[config.mk]
export PLATFORM = sky130hd
export DESIGN_NAME = its_cell
export DESIGN_NICKNAME = d
export VERILOG_FILES = /design/src/its_pkg.sv /design/src/its_cell.sv
export SDC_FILE = /design/constraint.sdc
export NUM_CORES = 1
export LEC_CHECK = 0
export BUFFER_PORTS_ARGS = -buffer_cell sky130_fd_sc_hd__buf_2
export CAP_MARGIN = 30
export CORE_MARGIN = 4
export CORE_UTILIZATION = 40
export CTS_CLUSTER_DIAMETER = 40
export DETAILED_ROUTE_END_ITERATION = 16
export PLACE_DENSITY_LB_ADDON = 0.05
export SYNTH_ARGS = -nofsm -noshare
export SYNTH_HDL_FRONTEND = slang
export SYNTH_SLANG_ARGS = --single-unit
[constraint.sdc]
create_clock -name i_clk -period 3.7 [get_ports i_clk]
set_input_delay 0.185 -clock i_clk [delete_from_list [all_inputs] [get_ports i_clk]]
set_output_delay 0.185 -clock i_clk [all_outputs]
set_load 0.01 [all_outputs]
[src/its_pkg.sv]
// Shared types and constants for the index tracking sorter.
package its_pkg;

    localparam int VALUE_W = 32;
    localparam int POS_W   = 6;

    // One stored sample with its arrival tag.
    typedef struct packed {
        logic signed [VALUE_W-1:0] value;
        logic [POS_W-1:0]          pos;
    } t_entry;

    // Per-cycle command broadcast to every cell of the chain.
    typedef struct packed {
        logic insert;
        logic drain;
    } t_cell_ctrl;

endpackage

[src/its_cell.sv]
// One cell of the sorting chain: holds a single entry and its occupancy bit.
module its_cell
    import its_pkg::*;
(
    input  logic       i_clk,
    input  logic       i_rst_n,
    input  t_cell_ctrl i_ctrl,
    input  t_entry     i_new,
    input  t_entry     i_left_entry,
    input  logic       i_left_occ,
    input  logic       i_left_greater,
    input  t_entry     i_right_entry,
    input  logic       i_right_occ,
    output t_entry     o_entry,
    output logic       o_occ,
    output logic       o_greater
);

    t_entry r_entry;
    t_entry n_entry;
    logic   r_occ;
    logic   n_occ;

    // An empty cell counts as greater than any sample, so the flags along the
    // chain are false before the insertion point and true from it on.
    assign o_greater = !r_occ || (r_entry.value > i_new.value);

    always_comb begin
        n_entry = r_entry;
        n_occ   = r_occ;
        priority if (i_ctrl.drain) begin
            n_entry = i_right_entry;
            n_occ   = i_right_occ;
        end else if (i_ctrl.insert && o_greater) begin
            n_entry = i_left_greater ? i_left_entry : i_new;
            n_occ   = r_occ | i_left_occ;
        end else begin
            n_entry = r_entry;
            n_occ   = r_occ;
        end
    end

    always_ff @(posedge i_clk) begin
        r_entry <= n_entry;
        if (!i_rst_n) begin
            r_occ <= 1'b0;
        end else begin
            r_occ <= n_occ;
        end
    end

    assign o_entry = r_entry;
    assign o_occ   = r_occ;

endmodule
# Yosys cells after proc, flatten, opt, wreduce, memory -nomap -nowiden
# Index checks and enable logic that the tools add are counted.
# word_totals
register_bits,39
word_cells,14
input_bits,121
# classes
mux,5
bitwise,1
n_reduce_logical,4
order_cmp,1
# ops
op,count
2-to-1 mux 38 bit,3
greater-than comparator 32 bit,1
2-to-1 mux 1 bit,2
nonzero test 2 bit,1
logical AND 1 bit,1
logical NOT 1 bit,1
logical OR 1 bit,1
bitwise OR 1 bit,1

# Longest topological paths before layout
# logic_depth
ltp_word,5
mapped_depth,8
ltp_nobuf,8

# Worst setup path before layout
# No wires, ideal clock.
# synth_path
path_type,flip-flop to flip-flop
start,register r_entry (netlist bit o_entry[7])
end,"register r_entry (netlist bit o_entry[0]), enable pin"
path_buffers,0
stages_incl_launch_ff,8
setup_ps,456
path_slack_ps,-302
required_time_ps,3244
t_arrival_ps,3545
path_cell_list,edfxtp_1 -> ha_1 -> nor2b_1 -> o211ai_1 -> a2111o_1 -> a31oi_1 -> o32ai_1 -> a31oi_1
# synth_between
elab_chain_len,4
# synth_rtl
item,line_no,source
from (decl),its_cell.sv:19,t_entry r_entry;
from (signal assigned),its_cell.sv:44,r_entry <= n_entry;
greater-than comparator 32 bit,its_cell.sv:26,assign o_greater = !r_occ || (r_entry.value > i_new.value);
logical OR 1 bit,its_cell.sv:26,
logical AND 1 bit,its_cell.sv:34,end else if (i_ctrl.insert && o_greater) begin
nonzero test 2 bit (no line),--,
# No other way between the ends.
# A chain may end at the register's enable or synchronous reset.

# Final worst setup path
# layout_path
start,register r_entry (netlist bit o_entry[7])
end,"register r_entry (netlist bit o_entry[17]), enable pin"
# Same word-level chain as after synthesis.

==> impl_metrics.env <==
export IMPL_cts_buffer_depth=2
export IMPL_area_of_the_die_um2=8440
export IMPL_initialDrtViolationCount=46
export IMPL_rrSetupSlack_ns=1.17
export IMPL_relSlewSlack=0.584
export IMPL_critical_path_max_fanout=21
export IMPL_wirelength_mm=7.47
export IMPL_synth_register_bits=39
export IMPL_finalHoldViolCount=0
export IMPL_drc_errors=0
export IMPL_met3_usage=0.0476
export IMPL_detail_route_wl_per_cell_um=13.6
export IMPL_min_cycle_time_layout_ns=2.53
export IMPL_worst_skew_pair_late_latency_ns=0.29
export IMPL_gp_congestion=0.769
export IMPL_arrival_ns=2.50
export IMPL_grtUsageMet1=0.210
export IMPL_finClkSkew_ns=0.00925
export IMPL_cts_buffers_inserted=5
export IMPL_clock_power_share=0.266
export IMPL_cts_clk_slew_worst_paths_ns=0.08
export IMPL_worst_r2r_endpoint="o_entry[17]"
export IMPL_cts_tree="built"
export IMPL_port_buffers=160
export IMPL_synthesis_instances=292
export IMPL_p_comb_frac=0.290
export IMPL_grt_antenna_before_repair=0
export IMPL_layout_filler_cells=625
export IMPL_cp_data_required_time_ns=3.67
export IMPL_h_tree_levels=2
export IMPL_detailroute_via_count=2594
export IMPL_critical_path_startpoint_type="register"
export IMPL_grt_use_total=0.172
export IMPL_syn_warnings=0
export IMPL_rsz0062_at_grt="false"
export IMPL_timing_rr_start="o_entry[7]"
export IMPL_multi_input_comb_area_um2=1490
export IMPL_global_route_track_usage_on_met2=0.299
export IMPL_dpl_hpwl_mm=6.11
export IMPL_power_share_switching=0.289
export IMPL_yosysUniqueCellTypes=30
export IMPL_worstSetupEndpointType="register"
export IMPL_seqCellArea_um2=1160
export IMPL_hold_buffers=0
export IMPL_grt_max_degree=78
export IMPL_insertedDiodeCount=0
export IMPL_drtPass1Iterations=4
export IMPL_ctsRootBufferMaster="clkbuf_8"
export IMPL_class_of_the_worst_hold_path="in2reg"
export IMPL_numClockSinks=39
export IMPL_worst_r2r_cell_count=8
export IMPL_area_of_the_mapped_netlist_um2=2810
export IMPL_report_final_slew_viol_count=0
export IMPL_synth_enable_flop_cells=38
export IMPL_p_seq_frac=0.444
export IMPL_grt_first_pass_wirelength_mm=11.6
export IMPL_beginning_of_the_worst_hold_path="i_right_entry[2]"
export IMPL_area_delta_synth_final_pct=36.8
export IMPL_core_ar_um2=6790
export IMPL_net_load_switching_power_uw=374
export IMPL_asyncSetResetFlopFracSynth=0
export IMPL_internal_power_uw=919
export IMPL_final_cell_mix="buf_2 (160), nand2_1 (48), o21ai_0 (41)"
export IMPL_floorplan_die_width_um=91.9
export IMPL_cap_violations=0
export IMPL_post_route_ant_nets=0
export IMPL_timing_setup_critical_path_class="reg2reg"
export IMPL_cts_repair_timing_setup_buffer_count=0
export IMPL_floorplan_die_height_um=91.9
export IMPL_global_route_peak_usage_layer="met2"
export IMPL_status="finished, final reports clean"
export IMPL_ctsResizeCount=0
export IMPL_post_route_cells_drive_above_1_share=0.392
export IMPL_timing_worst_slew_pin_value_ns=0.624
export IMPL_final_common_cell="buf_2"
export IMPL_cellLeakagePower_nw=2.00
export IMPL_crit_path_start="o_entry[7]"
export IMPL_p_per_area_nw_per_um2=336
export IMPL_drt_vias_per_instance=4.73
export IMPL_floorplan_io_pins=161
export IMPL_rows=30
export IMPL_postSynth_topFlopCell="edfxtp_1"
export IMPL_fin_tns_setup_ns=0
export IMPL_total_power_mw=1.29
export IMPL_layout_worst_path_cycle_share=0.685
export IMPL_report_final_setup_viol=0
export IMPL_crit_path_end="o_entry[17]"
export IMPL_syn_num_nets=445
export IMPL_finalCoreUtilization=0.566
export IMPL_achievable_frequency_mhz=395
export IMPL_register_area_share_after_synthesis=0.413
export IMPL_vdd_ir_drop_worst_mv=0.133
export IMPL_layout_nets=604
export IMPL_floorplan_initialDensity=0.414
export IMPL_avgSynthCellArea_um2=9.63
export IMPL_first_global_vias=2522
export IMPL_grt_remaining_overflow=0
-- cells by family after synthesis --
| group | after synthesis | synth area share |
|---|---|---|
| flip-flops | 39 | 0.413 |
| AND/OR/NAND/NOR | 66 | 0.107 |
| AO/OA/AOI/OAI | 71 | 0.139 |
| adder cells (fa/ha/maj) | 32 | 0.142 |
| buffers and inverters | 46 | 0.0636 |
| multiplexers | 38 | 0.135 |
-- synth_stat cells (all sizes together), types with 2 or more instances --
cell type  instances  share of area
nand4              7          0.020
a21oi             17          0.030
mux2i             38           0.14
buf                5         0.0089
nor3               2         0.0053
clkbuf             7         0.0093
edfxtp            38           0.41
o21ai             44          0.078
inv               34          0.045
nor2               4         0.0053
a31oi              2         0.0044
nand2             48          0.064
ha                32           0.14
-- metrics by stage --
| step | instances | setup WS [ns] | area, um2 | hold slack, ns |
|---|---|---|---|---|
| final | 548 | 1.17 | 3850 | 0.164 |
| after global routing | 548 | 0.992 | 3850 | 0.160 |
| after CTS | 548 | 1.14 | 3850 | 0.160 |
| after detailed placement | 540 | 1.15 | 3740 | 0.468 |
| after global placement | 539 | 1.22 | 3720 | 0.468 |
| after floorplan | 292 | 0.482 | 2820 | 0.323 |
-- worst min-delay path by stage --
| stage | end | slack, ns | cells after the start |
|---|---|---|---|
| finish | o_entry[2] | 0.16 | 3 |
| global route | o_entry[2] | 0.16 | 3 |
| CTS | o_entry[5] | 0.16 | 3 |
| detailed placement | o_entry[18] | 0.47 | 3 |
| global placement | o_entry[4] | 0.47 | 3 |
| floorplan | o_occ | 0.32 | 2 |
-- flip-flops by register name, summed over array words and instances (netlist names) --
register  cells
o_entry      38
o_occ         1
-- cell type report --
type,count,area share
Clock buffer,5,0.0179
Tap cell,96,0.0312
Clock inverter,3,0.0101
Inverter,34,0.0332
Timing Repair Buffer,164,0.219
Sequential cell,39,0.302
Multi-Input combinational cell,207,0.387
-- worst max-delay path, cell delays in order (launching register included) --
cell and delay (ns):
edfxtp_1 0.41, ha_1 0.31, nor2b_1 0.14, o211ai_1 0.09, a2111o_1 0.37, a31oi_1 0.24, o32ai_1 0.16, a31oi_4 0.20
buf_4 0.31
-- power groups by stage --
stage / Combinational [mW] / Sequential, mW / Clock (mW)
6_report: 0.375 / 0.574 / 0.344
5_1_grt: 0.421 / 0.582 / 0.373
4_1_cts: 0.382 / 0.575 / 0.352
3_5_place_dp: 0.378 / 0.584 / 0
3_3_place_gp: 0.373 / 0.580 / 0
2_1_floorplan: 0.180 / 0.609 / 0
-- routing by layer --
layer,part of all wire,vias to the layer above
met3,0.072,6
met2,0.48,90
met5,0,-
li1,-,1371
met4,0.0084,0
met1,0.44,1127
Power figures use the tool's default switching activity.
